`src/rtl/kct_pkg.sv`:
```
// Package for the keypad countdown timer: request and result types, mode, key,
// opcode and register index codes, and the keypad lookup table.
// No dependencies.
package kct_pkg;

  localparam int KeypadSize = 4;
  localparam int KeyW       = $clog2(KeypadSize);
  localparam int CntW       = 10;
  localparam int DigitW     = 4;
  localparam int CfgIdxW    = 1;

  localparam logic [1:0] OP_PRESS   = 2'd0;
  localparam logic [1:0] OP_RELEASE = 2'd1;
  localparam logic [1:0] OP_TICK    = 2'd2;

  localparam logic [1:0] MODE_INPUT = 2'd0;
  localparam logic [1:0] MODE_COUNT = 2'd1;
  localparam logic [1:0] MODE_STOP  = 2'd2;
  localparam logic [1:0] MODE_ALARM = 2'd3;

  localparam logic [DigitW-1:0] K_A    = 4'd10;
  localparam logic [DigitW-1:0] K_B    = 4'd11;
  localparam logic [DigitW-1:0] K_C    = 4'd12;
  localparam logic [DigitW-1:0] K_D    = 4'd13;
  localparam logic [DigitW-1:0] K_STAR = 4'd14;
  localparam logic [DigitW-1:0] K_HASH = 4'd15;

  localparam logic [DigitW-1:0] DIGIT_MAX = 4'd9;
  localparam logic [DigitW-1:0] TENS_MAX  = 4'd5;

  localparam logic [CfgIdxW-1:0] CFG_LOCKOUT = 1'd0;
  localparam logic [CfgIdxW-1:0] CFG_TPS     = 1'd1;

  localparam logic [CntW-1:0] LOCKOUT_RESET = 10'd100;
  localparam logic [CntW-1:0] TPS_RESET     = 10'd1000;

  typedef struct packed {
    logic [1:0]      opcode;
    logic [KeyW-1:0] key_column;
    logic [KeyW-1:0] key_row;
  } in_req_t;

  typedef struct packed {
    logic [1:0]        timer_mode;
    logic [DigitW-1:0] entry_minutes;
    logic [DigitW-1:0] entry_tens;
    logic [DigitW-1:0] entry_units;
    logic [DigitW-1:0] remain_minutes;
    logic [DigitW-1:0] remain_tens;
    logic [DigitW-1:0] remain_units;
    logic              key_led;
    logic              alarm_led;
    logic              refresh;
  } out_res_t;

  typedef struct packed {
    logic [CntW-1:0] lockout_ticks;
    logic [CntW-1:0] ticks_per_second;
  } cfg_regs_t;

  function automatic logic [DigitW-1:0] key_lookup(input logic [KeyW-1:0] col,
                                                   input logic [KeyW-1:0] row);
    logic [DigitW-1:0] k;
    unique case ({col, row})
      4'h0: k = K_D;
      4'h1: k = K_C;
      4'h2: k = K_B;
      4'h3: k = K_A;
      4'h4: k = K_HASH;
      4'h5: k = 4'd9;
      4'h6: k = 4'd6;
      4'h7: k = 4'd3;
      4'h8: k = 4'd0;
      4'h9: k = 4'd8;
      4'hA: k = 4'd5;
      4'hB: k = 4'd2;
      4'hC: k = K_STAR;
      4'hD: k = 4'd7;
      4'hE: k = 4'd4;
      default: k = 4'd1;
    endcase
    return k;
  endfunction

endpackage

```
`src/rtl/kct_in_reg.sv`:
```
// Input register stage of the keypad countdown timer.
// Holds one accepted request until the engine takes it; uses kct_pkg.
module kct_in_reg (
  input  logic            clk,
  input  logic            rst_n,
  input  logic            in_valid,
  input  kct_pkg::in_req_t in_req,
  output logic            in_stall,
  input  logic            advance,
  output logic            s1_valid,
  output kct_pkg::in_req_t s1_req
);

  logic             valid_r;
  logic             valid_nxt;
  kct_pkg::in_req_t req_r;
  logic             take;

  assign in_stall  = valid_r && !advance;
  assign take      = in_valid && !in_stall;
  assign valid_nxt = take || (valid_r && !advance);
  assign s1_valid  = valid_r;
  assign s1_req    = req_r;

  always_ff @(posedge clk) begin
    if (!rst_n) begin
      valid_r <= 1'b0;
    end else begin
      valid_r <= valid_nxt;
    end
  end

  always_ff @(posedge clk) begin
    if (take) begin
      req_r <= in_req;
    end
  end

endmodule

```
`src/rtl/kct_engine.sv`:
```
// Timer state and its combinational update for one request.
// Produces the result for the request being processed; uses kct_pkg.
module kct_engine (
  input  logic                clk,
  input  logic                rst_n,
  input  logic                fire,
  input  kct_pkg::in_req_t    req,
  input  kct_pkg::cfg_regs_t  cfg,
  output kct_pkg::out_res_t   result
);

  localparam int DW = kct_pkg::DigitW;
  localparam int CW = kct_pkg::CntW;

  logic [1:0]    mode_r,     mode_nxt;
  logic [DW-1:0] ent_m_r,    ent_m_nxt;
  logic [DW-1:0] ent_t_r,    ent_t_nxt;
  logic [DW-1:0] ent_u_r,    ent_u_nxt;
  logic [DW-1:0] rem_m_r,    rem_m_nxt;
  logic [DW-1:0] rem_t_r,    rem_t_nxt;
  logic [DW-1:0] rem_u_r,    rem_u_nxt;
  logic [CW-1:0] lock_r,     lock_nxt;
  logic          held_r,     held_nxt;
  logic [DW-1:0] hkey_r,     hkey_nxt;
  logic [CW-1:0] phase_r,    phase_nxt;
  logic          refresh;
  logic [DW-1:0] key;
  logic [CW:0]   phase_inc;
  logic          do_start;

  assign key       = kct_pkg::key_lookup(req.key_column, req.key_row);
  assign phase_inc = {1'b0, phase_r} + {{CW{1'b0}}, 1'b1};

  always_comb begin
    mode_nxt  = mode_r;
    ent_m_nxt = ent_m_r;
    ent_t_nxt = ent_t_r;
    ent_u_nxt = ent_u_r;
    rem_m_nxt = rem_m_r;
    rem_t_nxt = rem_t_r;
    rem_u_nxt = rem_u_r;
    lock_nxt  = lock_r;
    held_nxt  = held_r;
    hkey_nxt  = hkey_r;
    phase_nxt = phase_r;
    refresh   = 1'b0;
    do_start  = 1'b0;
    unique case (req.opcode)
      kct_pkg::OP_PRESS: begin
        if (lock_r == '0 && !held_r) begin
          held_nxt = 1'b1;
          hkey_nxt = key;
          lock_nxt = cfg.lockout_ticks;
          refresh  = 1'b1;
          unique case (mode_r)
            kct_pkg::MODE_INPUT: begin
              if (key <= kct_pkg::DIGIT_MAX) begin
                ent_m_nxt = ent_t_r;
                ent_t_nxt = ent_u_r;
                ent_u_nxt = key;
                if (ent_t_r == kct_pkg::DIGIT_MAX && ent_u_r > kct_pkg::TENS_MAX) begin
                  ent_t_nxt = kct_pkg::TENS_MAX;
                  ent_u_nxt = kct_pkg::DIGIT_MAX;
                end
              end else if (key == kct_pkg::K_A) begin
                do_start = 1'b1;
              end
            end
            kct_pkg::MODE_COUNT: begin
              if (key == kct_pkg::K_B) begin
                mode_nxt = kct_pkg::MODE_STOP;
              end
            end
            kct_pkg::MODE_STOP: begin
              if (key == kct_pkg::K_A) begin
                do_start = 1'b1;
              end else if (key == kct_pkg::K_D) begin
                mode_nxt = kct_pkg::MODE_INPUT;
              end
            end
            default: begin
              if (key == kct_pkg::K_A) begin
                do_start = 1'b1;
              end else if (key == kct_pkg::K_B) begin
                mode_nxt = kct_pkg::MODE_STOP;
              end else if (key == kct_pkg::K_D) begin
                mode_nxt = kct_pkg::MODE_INPUT;
              end
            end
          endcase
          if (do_start) begin
            mode_nxt  = kct_pkg::MODE_COUNT;
            rem_m_nxt = ent_m_r;
            rem_t_nxt = ent_t_r;
            rem_u_nxt = ent_u_r;
            phase_nxt = '0;
          end
        end
      end
      kct_pkg::OP_RELEASE: begin
        if (held_r && hkey_r == key) begin
          held_nxt = 1'b0;
          hkey_nxt = '0;
        end
      end
      kct_pkg::OP_TICK: begin
        if (lock_r != '0) begin
          lock_nxt = lock_r - {{(CW-1){1'b0}}, 1'b1};
        end
        if (mode_r == kct_pkg::MODE_COUNT) begin
          if (phase_inc >= {1'b0, cfg.ticks_per_second}) begin
            phase_nxt = '0;
            refresh   = 1'b1;
            if (rem_u_r != '0) begin
              rem_u_nxt = rem_u_r - {{(DW-1){1'b0}}, 1'b1};
            end else if (rem_t_r != '0) begin
              rem_t_nxt = rem_t_r - {{(DW-1){1'b0}}, 1'b1};
              rem_u_nxt = kct_pkg::DIGIT_MAX;
            end else if (rem_m_r != '0) begin
              rem_m_nxt = rem_m_r - {{(DW-1){1'b0}}, 1'b1};
              rem_t_nxt = kct_pkg::TENS_MAX;
              rem_u_nxt = kct_pkg::DIGIT_MAX;
            end else begin
              mode_nxt = kct_pkg::MODE_ALARM;
            end
          end else begin
            phase_nxt = phase_inc[CW-1:0];
          end
        end
      end
      default: begin
      end
    endcase
  end

  always_comb begin
    result.timer_mode     = mode_nxt;
    result.entry_minutes  = ent_m_nxt;
    result.entry_tens     = ent_t_nxt;
    result.entry_units    = ent_u_nxt;
    result.remain_minutes = rem_m_nxt;
    result.remain_tens    = rem_t_nxt;
    result.remain_units   = rem_u_nxt;
    result.key_led        = held_nxt;
    result.alarm_led      = (mode_nxt == kct_pkg::MODE_ALARM);
    result.refresh        = refresh;
  end

  always_ff @(posedge clk) begin
    if (!rst_n) begin
      mode_r  <= kct_pkg::MODE_INPUT;
      ent_m_r <= '0;
      ent_t_r <= '0;
      ent_u_r <= '0;
      rem_m_r <= '0;
      rem_t_r <= '0;
      rem_u_r <= '0;
      lock_r  <= '0;
      held_r  <= 1'b0;
      hkey_r  <= '0;
      phase_r <= '0;
    end else if (fire) begin
      mode_r  <= mode_nxt;
      ent_m_r <= ent_m_nxt;
      ent_t_r <= ent_t_nxt;
      ent_u_r <= ent_u_nxt;
      rem_m_r <= rem_m_nxt;
      rem_t_r <= rem_t_nxt;
      rem_u_r <= rem_u_nxt;
      lock_r  <= lock_nxt;
      held_r  <= held_nxt;
      hkey_r  <= hkey_nxt;
      phase_r <= phase_nxt;
    end
  end

endmodule

```
`src/rtl/keypad_countdown_timer.sv`:
```
// Top level of the keypad countdown timer: configuration registers, input
// stage, update engine and result register. Uses kct_pkg, kct_in_reg and
// kct_engine.
//
// The timer takes one request per clock cycle while the consumer does not
// stall and returns exactly one result for each. A request waits in the input
// register, then its state update is written to the result register. The input
// register and the result register decouple the channels, so a new request can
// enter an empty input register while a finished result waits for the consumer.
// Configuration writes are accepted in every cycle and should be made while the timer is idle.
module keypad_countdown_timer (
  input  logic                           clk,
  input  logic                           rst_n,
  input  logic                           in_valid,
  input  kct_pkg::in_req_t               in_req,
  output logic                           in_stall,
  output logic                           out_valid,
  output kct_pkg::out_res_t              out_result,
  input  logic                           out_stall,
  input  logic                           cfg_valid,
  output logic                           cfg_ready,
  input  logic [kct_pkg::CfgIdxW-1:0]    cfg_index,
  input  logic [kct_pkg::CntW-1:0]       cfg_data
);

  kct_pkg::cfg_regs_t cfg_r;
  logic               out_valid_r;
  kct_pkg::out_res_t  out_result_r;
  logic               s1_valid;
  kct_pkg::in_req_t   s1_req;
  logic               advance;
  logic               fire;
  kct_pkg::out_res_t  result;

  assign cfg_ready = 1'b1;
  assign advance   = !out_valid_r || !out_stall;
  assign fire      = s1_valid && advance;

  always_ff @(posedge clk) begin
    if (!rst_n) begin
      cfg_r.lockout_ticks    <= kct_pkg::LOCKOUT_RESET;
      cfg_r.ticks_per_second <= kct_pkg::TPS_RESET;
    end else if (cfg_valid && cfg_ready) begin
      unique case (cfg_index)
        kct_pkg::CFG_LOCKOUT: cfg_r.lockout_ticks    <= cfg_data;
        default:              cfg_r.ticks_per_second <= cfg_data;
      endcase
    end
  end

  kct_in_reg u_in_reg (
    .clk      (clk),
    .rst_n    (rst_n),
    .in_valid (in_valid),
    .in_req   (in_req),
    .in_stall (in_stall),
    .advance  (advance),
    .s1_valid (s1_valid),
    .s1_req   (s1_req)
  );

  kct_engine u_engine (
    .clk    (clk),
    .rst_n  (rst_n),
    .fire   (fire),
    .req    (s1_req),
    .cfg    (cfg_r),
    .result (result)
  );

  always_ff @(posedge clk) begin
    if (!rst_n) begin
      out_valid_r <= 1'b0;
    end else if (advance) begin
      out_valid_r <= s1_valid;
    end
  end

  always_ff @(posedge clk) begin
    if (fire) begin
      out_result_r <= result;
    end
  end

  assign out_valid  = out_valid_r;
  assign out_result = out_result_r;

endmodule

```
`config.mk`:
```
export PLATFORM = sky130hd
export DESIGN_NAME = keypad_countdown_timer
export DESIGN_NICKNAME = d
export VERILOG_FILES = /design/src/rtl/kct_pkg.sv /design/src/rtl/kct_in_reg.sv /design/src/rtl/kct_engine.sv /design/src/rtl/keypad_countdown_timer.sv
export SDC_FILE = /design/constraint.sdc
export NUM_CORES = 1
export LEC_CHECK = 0
export BUFFER_PORTS_ARGS = -buffer_cell sky130_fd_sc_hd__buf_4
export CORE_MARGIN = 2
export CORE_UTILIZATION = 62
export CTS_BUF_LIST = sky130_fd_sc_hd__clkbuf_4 sky130_fd_sc_hd__clkbuf_8
export CTS_CLUSTER_DIAMETER = 50
export DETAILED_ROUTE_END_ITERATION = 16
export HOLD_SLACK_MARGIN = 0.15
export PLACE_DENSITY = 0.83
export SYNTH_ARGS = -nofsm -noshare
export SYNTH_HDL_FRONTEND = slang
export SYNTH_SLANG_ARGS = --single-unit
```
`constraint.sdc`:
```
create_clock -name clk -period 4.3 [get_ports clk]
set_input_delay 0 -clock clk [delete_from_list [all_inputs] [get_ports clk]]
set_output_delay 0 -clock clk [all_outputs]
set_load 0.005 [all_outputs]
```
==> summary.txt, run 1 <==
Leading area contributor after synthesis: dfxtp_1
Final Hold Viols: 0
Register area: 2592 sq um
Core area: 9196 sq um
Largest net degree at the start of global routing: 50
GRT Total Usage: 0.2990
Die X: 100.9 um
Worst-Skew Late Latency: 0.39 ns
Final Util: 0.7309
CP Max Fanout: 12
WHS Path Cells: 2
Final setup viols: 0
Period utilisation layout: 0.8388
Syn. warnings: 0
Hold path startpoint: in_req[5]
RD Place Congestion: 0.9403
Post-Syn Area: 5827 sq um
LEAKAGE: 2.651 nW
Asr flop ratio synth: 0
Slew headroom: 0.4308
Pwr dens: 314.5 nW/um^2
Hold endpoint: u_in_reg.s1_req[5]$_DFFE_PP_
H-tree depth: 3
Switching share of power: 0.2909
CTS tree: done
Die area: 10190 sq um
Number of buffers created by CTS: 9
Hold WS: 0.3389 ns
Drt first pass iters: 5
Post-synth cell types: 74
Comb pwr share: 0.156
Worst-Margin Slew: 0.8525 ns
Slowest-stage cell, CP: dfxtp_1
Clock power frac: 0.289
HP Class: input port to flop
Status: completed
WL/cell: 16.88 um
Max cap viols: 0
Initial Utilization: 0.6336
Clock-pin slew on the worst setup and hold paths: 0.11 ns
Detail Route Antenna Nets: 0
Pint: 1.499 mW
Syn Area/Cell: 8.506 sq um
Place WS: 0.7534 ns
Crit-path cells: ha_1, nand3_1, or2_2, xnor2_1, ha_1, a21oi_1, nor2b_1, a311oi_1, o211ai_1, or2_1, or3_1, a21oi_1
Worst R2R Start: u_engine.phase_r[0]$_SDFFE_PN0P_
Root Buffer: clkbuf_8
Fin Clk Skew: 0.01680 ns
Sequential area share after synthesis: 0.4449
Vias in the first global route: 5043
Fill count: 672
CP startpoint kind: flop
Period minus WS final: 3.607 ns
Post-DP Area: 6248 sq um
Switching power: 615.0 uW
Share of the synthesized area in the top cell type: 0.2645
Synth area leaders: dfxtp_1 (26%), edfxtp_1 (18%), nand2_1 (6.6%)
Critical setup path kind: flop to flop
Reg2reg end: u_engine.phase_r[6]$_SDFFE_PN0P_
Worst Path Arrival: 3.91 ns
Clock Tree Buf Depth: 2
Area delta synth->final: 15.35%
# rows: 35
Critical Path End Type: flop
Unrepaired setup endpoints after global routing: no
Post-Syn Nets: 722
Layout cell share with drive strength beyond 1: 0.1345
Register-to-Register Path Depth: 12
Port Buf Inserts: 52
CTS sink count: 112
Top-Level Pins: 54
Setup total negative slack: 0 ns
Vias per Instance: 6.190
Diode count: 0
Fin. max-slew vios: 0
Final wirelength: 14.55 mm
Worst endpoint required time: 4.61 ns
Via count: 5336
Max IR drop VDD: 0.0001703 V
Reg power frac: 0.555
HPWL after DPL: 9.935 mm
CTS resizes: 0
Final worst slack: 0.6930 ns
Initial antenna violation count: 0
First DRT Iteration DRCs: 304
Final instance area: 6721 sq um
Synthesized flop and latch total: 112
Post-synthesis cell count: 685
Fmax achieved: 0.2772 GHz
Post-synth EDFFs: 35
Flop-to-flop setup slack: 0.69 ns
First-pass GRT wire length: 24.03 mm
Die H: 100.9 um
CP peak stage delay: 0.43 ns
Nets: 783
DR DRC count: 0
Grt total ovfl: 0
Setup repair bufs after CTS: 0
Multi-input gate area: 2954 sq um
Top_reg_cell synth: dfxtp_1
-- cell usage after synthesis, types with 4 or more instances --
master    number
a211oi_1       4
a21oi_1       76
a31oi_1        7
and2_1         4
clkbuf_1      33
dfxtp_1       77
edfxtp_1      35
ha_1          15
inv_1         30
mux2_2         5
mux2i_1        9
nand2_1      102
nand2b_1       6
nand3_1       21
nand4_1        4
nor2_1        59
nor2b_1        6
nor3_1        13
nor3b_1        4
nor4_1         6
o211ai_1      13
o21a_1         5
o21ai_0       40
o21bai_1       5
o22ai_1        5
o32ai_1        7
or2_2          8
or3_1          8
xnor2_1       11
-- routing by layer --
layer / track usage / wire length, um / up-vias
met5: 0 / 0 / -
met4: 0.1268 / 447 / 0
met1: 0.3776 / 6137 / 2545
met2: 0.5123 / 7233 / 178
met3: 0.04369 / 732 / 34
li1: - / - / 2579
-- sequential cells by signal, summed over array words and instances, names as in the netlist --
| name | cells |
|---|---|
| out_result | 29 |
| cfg_r | 20 |
| u_engine.lock_r | 10 |
| u_engine.phase_r | 10 |
| u_in_reg.s1_req | 6 |
| u_engine.ent_m_r | 4 |
| u_engine.ent_t_r | 4 |
| u_engine.ent_u_r | 4 |
| u_engine.hkey_r | 4 |
| u_engine.key | 4 |
| u_engine.rem_m_r | 4 |
| u_engine.rem_t_r | 4 |
| u_engine.rem_u_r | 4 |
| u_engine.mode_r | 2 |
| out_valid | 1 |
| u_engine.held_r | 1 |
| u_in_reg.s1_valid | 1 |
-- power groups by stage --
stage	clock [mW]	combinational, mW	sequential [mW]
3_5_place_dp	0	0.304	1.20
2_1_floorplan	0	0.221	1.18
5_1_grt	0.654	0.367	1.18
4_1_cts	0.616	0.325	1.17
3_3_place_gp	0	0.294	1.19
6_report	0.610	0.330	1.17
-- worst max path at each step --
stage                                  endpoint                        startpoint  depth (start not counted)  slack [ns]
2_1_floorplan          out_result[13]$_DFFE_PP_  u_engine.phase_r[0]$_SDFFE_PN0P_                         12        1.12
3_3_place_gp   u_engine.phase_r[6]$_SDFFE_PN0P_  u_engine.phase_r[0]$_SDFFE_PN0P_                         12        0.97
3_5_place_dp   u_engine.phase_r[6]$_SDFFE_PN0P_  u_engine.phase_r[0]$_SDFFE_PN0P_                         12        0.75
4_1_cts        u_engine.phase_r[6]$_SDFFE_PN0P_  u_engine.phase_r[0]$_SDFFE_PN0P_                         12        0.71
5_1_grt        u_engine.phase_r[3]$_SDFFE_PN0P_  u_engine.phase_r[3]$_SDFFE_PN0P_                         12        0.43
6_report       u_engine.phase_r[6]$_SDFFE_PN0P_  u_engine.phase_r[0]$_SDFFE_PN0P_                         12        0.69
-- area by class of cell --
type | instances | area share
inverters | 32 | 0.01787
flip-flops and latches | 112 | 0.3857
multi-input cells | 503 | 0.4395
clock buffers | 9 | 0.01843
repair buffers | 88 | 0.1091
clock inverters | 7 | 0.008749
well taps | 111 | 0.02066
-- per-stage QoR --
stage                     std cells  power, mW
after floorplan                 685      1.403
after global placement          817      1.489
after detailed placement        817      1.500
after CTS                       862      2.113
after global routing            862      2.200
final                           862      2.114
-- worst max-delay path, delay by kind of cell (launching register included) --
kind            cells  cell delay (ns)
compound gates      4             1.09
xor+xnor            1             0.14
simple gates        5             1.31
flops               1             0.43
fa+ha+maj           2             0.57
-- kinds of logic (layout without fill, tap and decap cells) --
kind of cell,count (synthesis),after routing,synth area share
AOI/OAI and AO/OA,197,197,0.2102
xor gates and xnor gates,14,14,0.02104
adders and majority gates,15,15,0.03221
buffers and inverters,70,136,0.04810
DFF,112,112,0.4449
muxes,14,14,0.02512
other,1,1,0.0006436
and+or+nand+nor,262,262,0.2177
-- layout by cell type (no fill, tap or decap), types with 4 or more instances in the layout --
| cell type | synthesis | routed |
|---|---|---|
| nor2_1 | 59 | 59 |
| inv_1 | 30 | 29 |
| mux2_2 | 5 | 5 |
| mux2i_1 | 9 | 9 |
| edfxtp_1 | 35 | 35 |
| a31oi_1 | 7 | 7 |
| nor4_1 | 6 | 6 |
| dlygate4sd3_1 | 0 | 29 |
| nand3_1 | 21 | 21 |
| nand4_1 | 4 | 4 |
| o21a_1 | 5 | 5 |
| o32ai_1 | 7 | 7 |
| dfxtp_1 | 77 | 77 |
| a211oi_1 | 4 | 4 |
| nor3_1 | 13 | 13 |
| nand2_1 | 102 | 102 |
| and2_1 | 4 | 4 |
| buf_4 | 2 | 59 |
| o21ai_0 | 40 | 39 |
| nor3b_1 | 4 | 4 |
| ha_1 | 15 | 15 |
| clkbuf_8 | 0 | 9 |
| a21oi_1 | 76 | 76 |
| o22ai_1 | 5 | 5 |
| nor2b_1 | 6 | 6 |
| or2_2 | 8 | 8 |
| xnor2_1 | 11 | 11 |
| inv_6 | 0 | 5 |
| o211ai_1 | 13 | 13 |
| or3_1 | 8 | 8 |
| o21bai_1 | 5 | 5 |
| nand2b_1 | 6 | 6 |
-- what timing repair did --
item,4_1_cts,5_1_grt
setup endpoints to repair,0,0
hold buffers,29,0
hold endpoints to repair,56,0
No activity file was read; power rests on OpenSTA's default activity.
==> run 2, diff against run 1 <==
Settings changed: CORE_UTILIZATION 62 to 56, PLACE_DENSITY 0.83 to 0.79.
Clock period 4.3 ns to 3.1 ns, I/O delays scaled along.
==> summary.txt, run 2 (synthesis results as in run 1) <==
Largest net degree at the start of global routing: 50
Pwr dens: 417.4 nW/um^2
Final wirelength: 14.66 mm
Worst Path Arrival: 3.23 ns
Clock power frac: 0.281
Die H: 106.0 um
CP peak stage delay: 0.34 ns
Vias per Instance: 5.919
Status: completed
Fmax achieved: 0.3382 GHz
LEAKAGE: 2.772 nW
First-pass GRT wire length: 23.63 mm
RD Place Congestion: 0.8895
Commonest non-fill, non-tap cell in the layout: nand2_1
Number of buffers created by CTS: 9
Via count: 5404
Final Util: 0.6855
H-tree depth: 3
Fin Clk Skew: 0.01462 ns
Drt first pass iters: 5
Detail Route Antenna Nets: 0
DR DRC count: 0
Nets: 809
Clock-pin slew on the worst setup and hold paths: 0.11 ns
Hold WS: 0.3413 ns
Slew headroom: 0.4226
Placed insts: 857
WL/cell: 16.05 um
Core area: 10230 sq um
Worst-Margin Slew: 0.8648 ns
Period utilisation layout: 0.9538
Final setup viols: 0
Die area: 11240 sq um
Root Buffer: clkbuf_8
Layout cell share with drive strength beyond 1: 0.1699
Clock Tree Buf Depth: 2
Worst endpoint required time: 3.38 ns
Post-DP Area: 6405 sq um
Grt total ovfl: 0
Critical setup path kind: flop to flop
Final instance area: 7013 sq um
Switching power: 839.2 uW
Worst-Skew Late Latency: 0.38 ns
Fin. max-slew vios: 0
Period minus WS final: 2.957 ns
Pint: 2.088 mW
First DRT Iteration DRCs: 331
Initial antenna violation count: 0
Final cell count without fillers: 913
Initial Utilization: 0.5695
Max reg flops: 29
Diode count: 0
Die X: 106.0 um
Final worst slack: 0.1432 ns
Critical Path End Type: flop
Comb pwr share: 0.163
Register-to-Register Path Depth: 14
CTS tree: done
Crit-path cells: buf_4, nand2_1, nor2_2, and3_1, nand3_1, xnor2_1, ha_1, o211ai_1, or2_2, o22ai_4, buf_6, o21ai_0, or2_2, a32o_1
Port Buf Inserts: 52
HP Class: input port to flop
HPWL after DPL: 9.854 mm
WHS Path Cells: 2
Max cap viols: 0
CP Max Fanout: 8
CP startpoint kind: flop
Area delta synth->final: 20.36%
Slowest-stage cell, CP: dfxtp_2
Switching share of power: 0.2867
GRT Total Usage: 0.2626
Max IR drop VDD: 0.0002347 V
CTS sink count: 112
Place WS: 0.04147 ns
Top-Level Pins: 54
Final Hold Viols: 0
Reg power frac: 0.556
Most frequent cells in the layout: nand2_1 (102), buf_4 (76), a21oi_1 (75), dfxtp_1 (75), nor2_1 (57)
Top cell by count, worst path: or2_2
# rows: 37
Vias in the first global route: 5051
[run 2: cell count changes in the layout (fill, tap and decap cells not counted), moves of 2 or more]
cell           before  now
buf_4              59   76
clkinv_2            0    3
dfxtp_1            77   75
dfxtp_2             0    2
dlygate4sd3_1      29   36
inv_6               5    1
nor2_1             59   57
nor2_2              0    2
o21ai_0            39   37
o21ai_1             2    4
[run 2: path summary, 6_finish.rpt]
kind / start / end / slack (ns)
max: u_engine.phase_r[1]$_SDFFE_PN0P_ / u_engine.rem_u_r[3]$_SDFFE_PN0P_ / 0.14
min: in_req[4] / u_in_reg.s1_req[4]$_DFFE_PP_ / 0.34
max reg2reg: u_engine.phase_r[1]$_SDFFE_PN0P_ / u_engine.rem_u_r[3]$_SDFFE_PN0P_ / 0.14
min reg2reg: cfg_r[14]$_SDFFE_PN0P_ / cfg_r[14]$_SDFFE_PN0P_ / 0.46
[run 2: per-stage QoR]
step	total power, mW	TNS (ns)
final	2.927	0
after detailed placement	2.087	0
after global placement	2.071	0
after CTS	2.920	0
after floorplan	1.946	0
after global routing	3.048	-0.04594
[run 2: worst max-delay path, delay by kind of cell (launching register included)]
family / cells / cell delay [ns]
AND/OR/NAND/NOR: 6 / 1.09
flip-flops: 1 / 0.34
buffers and inverters: 2 / 0.27
XOR/XNOR: 1 / 0.15
adder cells (fa/ha/maj): 1 / 0.29
AO/OA/AOI/OAI: 4 / 0.72
[run 2: per-layer routing]
layer	up-vias	wire (um)	track usage
li1	2626	-	-
met1	2523	6020	0.3196
met2	216	7293	0.4493
met3	39	877	0.04414
met4	0	466	0.1325
met5	-	0	0
[run 2: power by group through the flow]
stage               Sequential [mW]  Combinational, mW  Clock (mW)
finish                         1.63              0.477       0.822
floorplan                      1.64              0.307           0
CTS                            1.63              0.463       0.830
detailed placement             1.66              0.426           0
global placement               1.66              0.415           0
global route                   1.64              0.524       0.887
[run 2: area by class of cell]
class / count / area, sq um
Fill cell: 795 / 3218
Multi-Input combinational cell: 503 / 3005
Sequential cell: 112 / 2595
Timing Repair Buffer: 114 / 947.2
Tap cell: 136 / 170.2
Clock buffer: 10 / 131.4
Inverter: 32 / 120.1
Clock inverter: 6 / 43.79
[run 2: repair_timing]
action,CTS,global route
resized for setup,0,15
hold endpoints to repair,57,0
endpoints found under the setup margin,0,32
hold buffers,36,0
setup buffers,0,3
